--- config.mk ---
export PLATFORM = sky130hd
export DESIGN_NAME = priority_tx_scheduler_csma
export DESIGN_NICKNAME = d
export VERILOG_FILES = /design/src/rtl/ptx_pkg.sv /design/src/rtl/ptx_ram.sv /design/src/rtl/priority_tx_scheduler_csma.sv
export SDC_FILE = /design/constraint.sdc
export NUM_CORES = 2
export LEC_CHECK = 0
export BUFFER_PORTS_ARGS = -buffer_cell sky130_fd_sc_hd__buf_2
export CAP_MARGIN = 10
export CORE_MARGIN = 10
export CORE_UTILIZATION = 53
export DETAILED_ROUTE_END_ITERATION = 8
export PLACE_DENSITY = 0.72
export SETUP_SLACK_MARGIN = 0.3
export SYNTH_ARGS = -nofsm -noshare
export SYNTH_HDL_FRONTEND = slang
export SYNTH_SLANG_ARGS = --single-unit
--- constraint.sdc ---
create_clock -name clk -period 11.6 [get_ports clk]
set_input_delay 0.58 -clock clk [delete_from_list [all_inputs] [get_ports clk]]
set_output_delay 0.58 -clock clk [all_outputs]
set_load 0.005 [all_outputs]
--- src/rtl/ptx_pkg.sv ---
package ptx_pkg;

  // Request codes
  localparam logic [1:0] REQ_ENQ   = 2'd0;
  localparam logic [1:0] REQ_TICK  = 2'd1;
  localparam logic [1:0] REQ_START = 2'd2;
  localparam logic [1:0] REQ_RX    = 2'd3;

  // Transmit event codes
  localparam logic [1:0] EV_NONE     = 2'd0;
  localparam logic [1:0] EV_DONE     = 2'd1;
  localparam logic [1:0] EV_TIMEOUT  = 2'd2;
  localparam logic [1:0] EV_STARTERR = 2'd3;

  // Configuration register indexes
  localparam logic [1:0] CFG_BUSY_FORCE = 2'd0;
  localparam logic [1:0] CFG_BUSY_RETRY = 2'd1;
  localparam logic [1:0] CFG_MAX_LEN    = 2'd2;

  localparam logic [31:0] WAIT_IDLE  = 32'hFFFF_FFFF;
  localparam logic [30:0] DL_SAT     = 31'h7FFF_FFFF;

  // One queue slot as stored in the descriptor RAM
  typedef struct packed {
    logic [7:0]  prio;
    logic [31:0] release_ms;
    logic [7:0]  tag;
    logic [7:0]  len;
  } slot_t;

  // a strictly after b, modulo 2^32
  function automatic logic is_after(input logic [31:0] a, input logic [31:0] b);
    logic [31:0] d;
    d = a - b;
    return (d != 32'd0) && !d[31];
  endfunction

endpackage

--- src/rtl/ptx_ram.sv ---
module ptx_ram #(
  parameter int WIDTH = 56,
  parameter int DEPTH = 8,
  parameter int AW    = 3
) (
  input  logic             clk,
  input  logic             we,
  input  logic [AW-1:0]    waddr,
  input  logic [WIDTH-1:0] wdata,
  input  logic [AW-1:0]    raddr,
  output logic [WIDTH-1:0] rdata
);

  logic [WIDTH-1:0] mem [0:DEPTH-1];

  // Write port and registered read port
  always_ff @(posedge clk) begin
    if (we) begin
      mem[waddr] <= wdata;
    end
    rdata <= mem[raddr];
  end

endmodule

--- src/rtl/priority_tx_scheduler_csma.sv ---
// Channel  | Direction | Handshake       | Beat contents
// in_      | input     | in_valid/ready  | request: type, time, descriptor, radio status
// out_     | output    | out_valid/ready | result: accept, start, event, wait, counters
// cfg_     | input     | cfg_we          | register write, index and data
//
// A tick that may start a packet reads the descriptor RAM in two passes, one slot a
// cycle: once to pick the packet to start and once to find the next release. Other
// items skip the first pass; with a transmission armed the second pass is skipped too.
// rst_n is synchronous; it clears the slot valid bits, the timers and the counters.
// The next beat is taken only once the result is in the output register and the
// block is back in idle. A new result waits in its last step while the previous one
// is still held by out_ready.
module priority_tx_scheduler_csma
  import ptx_pkg::*;
#(
  parameter int QUEUE_DEPTH = 8
) (
  input  logic        clk,
  input  logic        rst_n,
  input  logic        in_valid,
  output logic        in_ready,
  input  logic [1:0]  in_req_type,
  input  logic [31:0] in_now_ms,
  input  logic [7:0]  in_pkt_tag,
  input  logic [7:0]  in_pkt_len,
  input  logic [7:0]  in_prio,
  input  logic [30:0] in_delay_ms,
  input  logic        in_channel_busy,
  input  logic        in_send_complete,
  input  logic        in_start_ok,
  input  logic [31:0] in_airtime_ms,
  output logic        out_valid,
  input  logic        out_ready,
  output logic        out_accepted,
  output logic        out_start_tx,
  output logic [7:0]  out_tx_tag,
  output logic [7:0]  out_tx_len,
  output logic [1:0]  out_tx_event,
  output logic [31:0] out_wait_ms,
  output logic [31:0] out_total_airtime,
  output logic [31:0] out_sent_count,
  output logic [31:0] out_recv_count,
  input  logic        cfg_we,
  input  logic [1:0]  cfg_index,
  input  logic [31:0] cfg_data
);

  localparam int IW = (QUEUE_DEPTH > 1) ? $clog2(QUEUE_DEPTH) : 1;
  localparam int CW = $clog2(QUEUE_DEPTH + 1) + 1;
  localparam logic [CW-1:0] CNT_END = CW'(QUEUE_DEPTH);

  typedef enum logic [6:0] {
    S_IDLE   = 7'b0000001,
    S_EXEC   = 7'b0000010,
    S_SSCAN  = 7'b0000100,
    S_DECIDE = 7'b0001000,
    S_WSCAN  = 7'b0010000,
    S_WEND   = 7'b0100000,
    S_OUT    = 7'b1000000
  } state_t;

  state_t state_r, state_nxt;

  // Configuration
  logic [31:0] force_r;
  logic [30:0] retry_r;
  logic [7:0]  maxlen_r;

  // Captured request
  logic [1:0]  req_r;
  logic [31:0] now_r, air_in_r;
  logic [7:0]  tag_in_r, len_in_r, prio_in_r;
  logic [30:0] delay_r;
  logic        busy_in_r, cmpl_r, sok_r;

  // Scheduler state
  logic [QUEUE_DEPTH-1:0] used_r, used_nxt;
  logic        act_r, act_nxt;
  logic [31:0] begin_r, begin_nxt, dl_r, dl_nxt, nsend_r, nsend_nxt;
  logic [31:0] bsince_r, bsince_nxt, air_r, air_nxt, sent_r, sent_nxt, recv_r, recv_nxt;

  // Result being built
  logic        acc_r, acc_nxt, st_r, st_nxt;
  logic [7:0]  ttag_r, ttag_nxt, tlen_r, tlen_nxt;
  logic [1:0]  ev_r, ev_nxt;

  // Scan engine
  logic [CW-1:0] cnt_r, cnt_nxt;
  logic          pv_r, pv_nxt;
  logic [IW-1:0] pidx_r, pidx_nxt;
  logic          bv_r, bv_nxt;
  logic [IW-1:0] bidx_r, bidx_nxt;
  logic [7:0]    bprio_r, bprio_nxt, btag_r, btag_nxt, blen_r, blen_nxt;
  logic          any_r, any_nxt;
  logic [31:0]   early_r, early_nxt;
  logic          tnone_r, tnone_nxt;
  logic [31:0]   tgt_r, tgt_nxt;

  // Output register
  logic        ov_r, ov_nxt;
  logic        o_acc_r, o_st_r;
  logic [7:0]  o_tag_r, o_len_r;
  logic [1:0]  o_ev_r;
  logic [31:0] o_wait_r, o_air_r, o_sent_r, o_recv_r;
  logic        o_load;

  // RAM ports
  logic          ram_we;
  logic [IW-1:0] ram_waddr;
  slot_t         ram_wdata, ram_rdata;
  logic [IW-1:0] ram_raddr;

  // Combinational helpers
  logic          free_any;
  logic [IW-1:0] free_idx;
  logic          scan_done;
  logic [32:0]  lim_w;
  logic [30:0]  lim;
  logic [31:0]  bs_eff;
  logic [31:0]  wait_v;

  ptx_ram #(
    .WIDTH($bits(slot_t)),
    .DEPTH(QUEUE_DEPTH),
    .AW   (IW)
  ) u_slots (
    .clk  (clk),
    .we   (ram_we),
    .waddr(ram_waddr),
    .wdata(ram_wdata),
    .raddr(ram_raddr),
    .rdata(ram_rdata)
  );

  assign in_ready  = (state_r == S_IDLE);
  assign ram_raddr = cnt_r[IW-1:0];
  assign scan_done = (cnt_r == CNT_END) && !pv_r;

  // Find the lowest free slot
  always_comb begin
    free_any = 1'b0;
    free_idx = '0;
    for (int i = QUEUE_DEPTH - 1; i >= 0; i--) begin
      if (!used_r[i]) begin
        free_any = 1'b1;
        free_idx = IW'(i);
      end
    end
  end

  // Deadline limit: airtime * 3 / 2, saturated
  always_comb begin
    lim_w = {1'b0, air_in_r} + {2'b00, air_in_r[31:1]};
    lim   = (lim_w > {2'b00, DL_SAT}) ? DL_SAT : lim_w[30:0];
  end

  assign bs_eff = (bsince_r == 32'd0) ? now_r : bsince_r;
  assign wait_v = tnone_r ? WAIT_IDLE :
                  (is_after(tgt_r, now_r) ? (tgt_r - now_r) : 32'd0);
  assign o_load = (state_r == S_OUT) && (!ov_r || out_ready);

  always_comb begin
    state_nxt  = state_r;
    used_nxt   = used_r;
    act_nxt    = act_r;
    begin_nxt  = begin_r;
    dl_nxt     = dl_r;
    nsend_nxt  = nsend_r;
    bsince_nxt = bsince_r;
    air_nxt    = air_r;
    sent_nxt   = sent_r;
    recv_nxt   = recv_r;
    acc_nxt    = acc_r;
    st_nxt     = st_r;
    ttag_nxt   = ttag_r;
    tlen_nxt   = tlen_r;
    ev_nxt     = ev_r;
    cnt_nxt    = cnt_r;
    pv_nxt     = pv_r;
    pidx_nxt   = pidx_r;
    bv_nxt     = bv_r;
    bidx_nxt   = bidx_r;
    bprio_nxt  = bprio_r;
    btag_nxt   = btag_r;
    blen_nxt   = blen_r;
    any_nxt    = any_r;
    early_nxt  = early_r;
    tnone_nxt  = tnone_r;
    tgt_nxt    = tgt_r;
    ov_nxt     = ov_r;
    ram_we     = 1'b0;
    ram_waddr  = free_idx;
    ram_wdata  = '{prio: prio_in_r, release_ms: now_r + {1'b0, delay_r},
                   tag: tag_in_r, len: len_in_r};

    if (ov_r && out_ready) begin
      ov_nxt = 1'b0;
    end

    case (state_r)
      S_IDLE: begin
        if (in_valid) begin
          state_nxt = S_EXEC;
        end
      end

      // Apply the request to the registers
      S_EXEC: begin
        acc_nxt   = 1'b0;
        st_nxt    = 1'b0;
        ttag_nxt  = '0;
        tlen_nxt  = '0;
        ev_nxt    = EV_NONE;
        cnt_nxt   = '0;
        pv_nxt    = 1'b0;
        bv_nxt    = 1'b0;
        any_nxt   = 1'b0;
        state_nxt = S_WSCAN;
        case (req_r)
          REQ_ENQ: begin
            if (len_in_r != 8'd0 && len_in_r <= maxlen_r && free_any) begin
              ram_we             = 1'b1;
              used_nxt[free_idx] = 1'b1;
              acc_nxt            = 1'b1;
            end
          end
          REQ_TICK: begin
            if (act_r) begin
              if (cmpl_r) begin
                air_nxt   = air_r + (now_r - begin_r);
                nsend_nxt = now_r;
                act_nxt   = 1'b0;
                sent_nxt  = sent_r + 32'd1;
                ev_nxt    = EV_DONE;
                state_nxt = S_SSCAN;
              end else if (is_after(now_r, dl_r)) begin
                act_nxt   = 1'b0;
                ev_nxt    = EV_TIMEOUT;
                state_nxt = S_SSCAN;
              end
            end else begin
              state_nxt = S_SSCAN;
            end
          end
          REQ_START: begin
            if (sok_r) begin
              act_nxt = 1'b1;
              dl_nxt  = now_r + {1'b0, lim};
            end else begin
              act_nxt = 1'b0;
              ev_nxt  = EV_STARTERR;
            end
          end
          REQ_RX: begin
            recv_nxt = recv_r + 32'd1;
            air_nxt  = air_r + air_in_r;
          end
          default: begin
          end
        endcase
      end

      // Pick the released slot with the lowest priority number
      S_SSCAN: begin
        if (cnt_r != CNT_END) begin
          cnt_nxt  = cnt_r + CW'(1);
          pv_nxt   = 1'b1;
          pidx_nxt = cnt_r[IW-1:0];
        end else begin
          pv_nxt = 1'b0;
        end
        if (pv_r && used_r[pidx_r] && is_after(now_r, ram_rdata.release_ms) &&
            (!bv_r || ram_rdata.prio < bprio_r)) begin
          bv_nxt    = 1'b1;
          bidx_nxt  = pidx_r;
          bprio_nxt = ram_rdata.prio;
          btag_nxt  = ram_rdata.tag;
          blen_nxt  = ram_rdata.len;
        end
        if (scan_done) begin
          state_nxt = S_DECIDE;
        end
      end

      // Apply the backoff rule and start the chosen slot
      S_DECIDE: begin
        cnt_nxt   = '0;
        pv_nxt    = 1'b0;
        state_nxt = S_WSCAN;
        if (bv_r && is_after(now_r, nsend_r)) begin
          if (busy_in_r && !((now_r - bs_eff) > force_r)) begin
            bsince_nxt = bs_eff;
            nsend_nxt  = now_r + {1'b0, retry_r};
          end else begin
            bsince_nxt       = 32'd0;
            used_nxt[bidx_r] = 1'b0;
            begin_nxt        = now_r;
            st_nxt           = 1'b1;
            ttag_nxt         = btag_r;
            tlen_nxt         = blen_r;
          end
        end
      end

      // Find the earliest release among used slots
      S_WSCAN: begin
        if (act_r) begin
          state_nxt = S_WEND;
        end else begin
          if (cnt_r != CNT_END) begin
            cnt_nxt  = cnt_r + CW'(1);
            pv_nxt   = 1'b1;
            pidx_nxt = cnt_r[IW-1:0];
          end else begin
            pv_nxt = 1'b0;
          end
          if (pv_r && used_r[pidx_r] &&
              (!any_r || is_after(early_r, ram_rdata.release_ms))) begin
            any_nxt   = 1'b1;
            early_nxt = ram_rdata.release_ms;
          end
          if (scan_done) begin
            state_nxt = S_WEND;
          end
        end
      end

      // Settle the target time of the next action
      S_WEND: begin
        if (act_r) begin
          tnone_nxt = 1'b0;
          tgt_nxt   = dl_r;
        end else begin
          tnone_nxt = !any_r;
          tgt_nxt   = is_after(nsend_r, early_r) ? nsend_r : early_r;
        end
        state_nxt = S_OUT;
      end

      // Hand the result to the output register
      S_OUT: begin
        if (o_load) begin
          ov_nxt    = 1'b1;
          state_nxt = S_IDLE;
        end
      end

      default: begin
        state_nxt = S_IDLE;
      end
    endcase
  end

  // Control and state registers
  always_ff @(posedge clk) begin
    if (!rst_n) begin
      state_r  <= S_IDLE;
      used_r   <= '0;
      act_r    <= 1'b0;
      begin_r  <= '0;
      dl_r     <= '0;
      nsend_r  <= '0;
      bsince_r <= '0;
      air_r    <= '0;
      sent_r   <= '0;
      recv_r   <= '0;
      ov_r     <= 1'b0;
      pv_r     <= 1'b0;
      cnt_r    <= '0;
      force_r  <= 32'd2000;
      retry_r  <= 31'd100;
      maxlen_r <= 8'd255;
    end else begin
      state_r  <= state_nxt;
      used_r   <= used_nxt;
      act_r    <= act_nxt;
      begin_r  <= begin_nxt;
      dl_r     <= dl_nxt;
      nsend_r  <= nsend_nxt;
      bsince_r <= bsince_nxt;
      air_r    <= air_nxt;
      sent_r   <= sent_nxt;
      recv_r   <= recv_nxt;
      ov_r     <= ov_nxt;
      pv_r     <= pv_nxt;
      cnt_r    <= cnt_nxt;
      if (cfg_we) begin
        case (cfg_index)
          CFG_BUSY_FORCE: force_r  <= cfg_data;
          CFG_BUSY_RETRY: retry_r  <= cfg_data[30:0];
          CFG_MAX_LEN:    maxlen_r <= cfg_data[7:0];
          default: begin
          end
        endcase
      end
    end
  end

  // Payload registers
  always_ff @(posedge clk) begin
    if (in_valid && in_ready) begin
      req_r     <= in_req_type;
      now_r     <= in_now_ms;
      tag_in_r  <= in_pkt_tag;
      len_in_r  <= in_pkt_len;
      prio_in_r <= in_prio;
      delay_r   <= in_delay_ms;
      busy_in_r <= in_channel_busy;
      cmpl_r    <= in_send_complete;
      sok_r     <= in_start_ok;
      air_in_r  <= in_airtime_ms;
    end
    acc_r   <= acc_nxt;
    st_r    <= st_nxt;
    ttag_r  <= ttag_nxt;
    tlen_r  <= tlen_nxt;
    ev_r    <= ev_nxt;
    pidx_r  <= pidx_nxt;
    bv_r    <= bv_nxt;
    bidx_r  <= bidx_nxt;
    bprio_r <= bprio_nxt;
    btag_r  <= btag_nxt;
    blen_r  <= blen_nxt;
    any_r   <= any_nxt;
    early_r <= early_nxt;
    tnone_r <= tnone_nxt;
    tgt_r   <= tgt_nxt;
    if (o_load) begin
      o_acc_r  <= acc_r;
      o_st_r   <= st_r;
      o_tag_r  <= ttag_r;
      o_len_r  <= tlen_r;
      o_ev_r   <= ev_r;
      o_wait_r <= wait_v;
      o_air_r  <= air_r;
      o_sent_r <= sent_r;
      o_recv_r <= recv_r;
    end
  end

  assign out_valid         = ov_r;
  assign out_accepted      = o_acc_r;
  assign out_start_tx      = o_st_r;
  assign out_tx_tag        = o_tag_r;
  assign out_tx_len        = o_len_r;
  assign out_tx_event      = o_ev_r;
  assign out_wait_ms       = o_wait_r;
  assign out_total_airtime = o_air_r;
  assign out_sent_count    = o_sent_r;
  assign out_recv_count    = o_recv_r;

endmodule
==> out/qor.yml <==
setup_path:
  crit_arrival_ps: 8530
  r2r-start: "bsince_r[24]"
  worstPathRequired_ps: 12000
  crit_type: "register to register"
  cp_slowest_cell: "o22a_1"
  reg2reg_depth: 29
  reg2reg_slack_ps: 3480
  r2r_end: "ttag_r[0]"
  cp_slowest_stage_delay_ps: 860
  cp-end-kind: "register"
  cp_max_fo: 39
  cp-start-kind: "register"
  critPathMostFrequentCell: "a21oi_1"
placement:
  dp_hpwl_um: 141000
  postPlaceCellArea_um2: 70800
  dp.cells: 8152
  numPortBuffers: 312
  gp_congestion: 0.989
routing:
  post-route-drc-count: 0
  routed-via-count: 52100
  wl_per_cell_um: 23.5
  first_iter_violations: 5011
  viasPerCell: 6.11
  ant_nets: 0
  drt-pass1-iter-count: 6
  finalWirelength_um: 201000
floorplanning:
  die_x_um: 376
  core_um2: 126000
  die_h_um: 376
  dieArea_um2: 142000
  io_pins: 313
  initial_core_util_pct: 53.5
  rows: 130
grt:
  grt_pass1_wl_um: 302000
  antenna_found_initial: 5
  grt_max_degree: 106
  grt-ovfl-total: 0
  track_usage_pct: 27.6
  grt_pass1_vias: 50600
yosys:
  yosysTopAreaCell: "edfxtp_1"
  synth_edf_count: 837
  syn-num-nets: 6994
  yosys_most_used_dff: "edfxtp_1"
  synth_most_common_cell: "edfxtp_1"
  syn_avg_cell_area_um2: 10.6
  async_flop_share_pct: 0
  yosys-top-cells-count: "837 x edfxtp_1, 607 x nand2_1, 580 x a21oi_1"
  synthesis.instances: 6333
  ys_warn_count: 0
  synth.cell_area_um2: 67300
  synth-seq-cells: 1211
  yosys-top-cells-area: "edfxtp_1 37%, dfxtp_1 11%, ha_1 8.5%"
  seq_area_frac_synth_pct: 48.4
  yosys.area.top_type_share_pct: 37.3
  yosysUniqueCellTypes: 102
worst_hold_path:
  hold_path_depth: 3
  hold_path_class: "input pin to register"
  min_to: "force_r[10]"
  hold_start: "cfg_data[10]"
sta:
  hold_violations: 0
  worst_slew_pin_slew_ps: 1190
  clock-skew-final_ps: 59.5
  slew_headroom_pct: 20.5
  fin_crit_sh_pct: 70.0
  fmax_mhz: 123
  rsz0062_at_grt: "no"
  setup_violations: 0
  fin_crit_ps: 8120
  setup_tns_ps: 0
  slew_violations: 0
cts:
  ctsResizeCount: 0
  htree_levels: 4
  root_buffer: "clkbuf_16"
  cts_hold_buffers: 133
  clk_latency_ps: 810
  numCtsBuffers: 133
  clk_pin_slew_ps: 60
  postCtsSetupBuffers: 0
  cts_buffer_depth: 3
  cts_tree: "built"
  clock_sinks: 1211
finish:
  layout-drive-gt1-share_pct: 12.8
  largest_register_ffs: 448
  finalNonFillerCells: 8533
  fillers: 10100
  regMostFlops: "u_slots.mem"
  fin_area_um2: 76800
  top_regs: "u_slots.mem (448), u_slots.rdata (56)"
  nets: 7432
  area_growth_pct: 14.0
outcome:
  status: "completed"
pwr:
  peakVddDrop_v: 0.000159
  p_leak_nw: 29.3
  total_power_mw: 11.0
  powerDensity_nw_per_um2: 144
job:
  maxCapViolCount: 0
## per-layer routing
metal	vias to the layer above	global-route usage, %	part of all wire (%)
met5	-	0	0.0090
met4	2	13.3	5.3
met3	463	4.72	7.8
met2	2203	44.3	46
met1	25100	36.3	41
li1	24400	-	-
## cells by family after synthesis
kind of cell | after synthesis | share of synthesized area (%)
flops | 1211 | 48.4
mux | 198 | 5.19
xor+xnor | 300 | 3.90
buf+inv | 677 | 3.91
compound gates | 1648 | 15.9
simple gates | 1800 | 12.9
fa+ha+maj | 499 | 9.73
## area by class of cell
type	instances	area, um^2	share of cell area (%)
sequential	1211	32600	42.5
clock inverter	68	917	1.19
timing repair buffer	524	3510	4.56
inverter	456	1720	2.24
multi-input combinational	4445	32200	42.0
antenna	2	5.00	0.00652
clock buffer	177	3720	4.84
tap	1650	2060	2.69
## through the flow
stage          setup WS (ps)  hold slack, ps  util, %
2_1_floorplan           3550             386        -
3_3_place_gp            3940             386     56.2
3_5_place_dp            3680             389     56.2
4_1_cts                 3610           0.453     61.0
5_1_grt                 2850            32.7     61.0
6_report                3480            54.8     61.0
## cell usage in the layout, fill, tap and decap left out, types with 61 or more instances in the layout
cell,netlist,final
nand4_1,65,65
ha_1,456,455
dlygate4sd3_1,0,133
nor2_1,436,425
xnor2_1,167,167
a21o_1,146,146
o21ai_0,236,236
edfxtp_1,837,837
mux2_2,61,61
mux4_2,114,114
a21oi_1,580,580
xor2_1,133,133
buf_2,17,312
o21a_1,62,62
inv_1,452,452
nand3_1,112,112
a211oi_1,99,99
nand2b_1,83,83
nor3_1,81,81
dfxtp_1,374,370
or3_1,66,66
clkbuf_16,0,135
nand2_1,607,607
buf_4,7,78
## power by group
part / total [mW] / leakage [nW] / internal (mW) / switching, mW
clock network: 4.42 / 2.24 / 2.58 / 1.84
registers: 4.80 / 10.7 / 4.76 / 0.0471
logic: 1.81 / 16.4 / 0.684 / 1.13
## how the worst max path moves through the flow
stage | from | to | slack [ps] | cells past startpoint
global route | bsince_r[9] | tlen_r[0] | 2850 | 27
global placement | bsince_r[24] | ttag_r[7] | 3940 | 29
floorplan | state_r[1] | out_accepted | 3550 | 4
finish | bsince_r[24] | ttag_r[0] | 3480 | 29
detailed placement | bsince_r[9] | tlen_r[7] | 3680 | 27
CTS | bsince_r[9] | ttag_r[0] | 3610 | 29
## critical path, delay by kind of cell, from the launching register on
family | cells | cell delay, ps
AO/OA/AOI/OAI | 15 | 3460
XOR/XNOR | 1 | 150
adder cells (fa/ha/maj) | 2 | 540
buffers and inverters | 2 | 690
flip-flops | 1 | 320
AND/OR/NAND/NOR | 9 | 2480
Power figures use the tool's default switching activity.
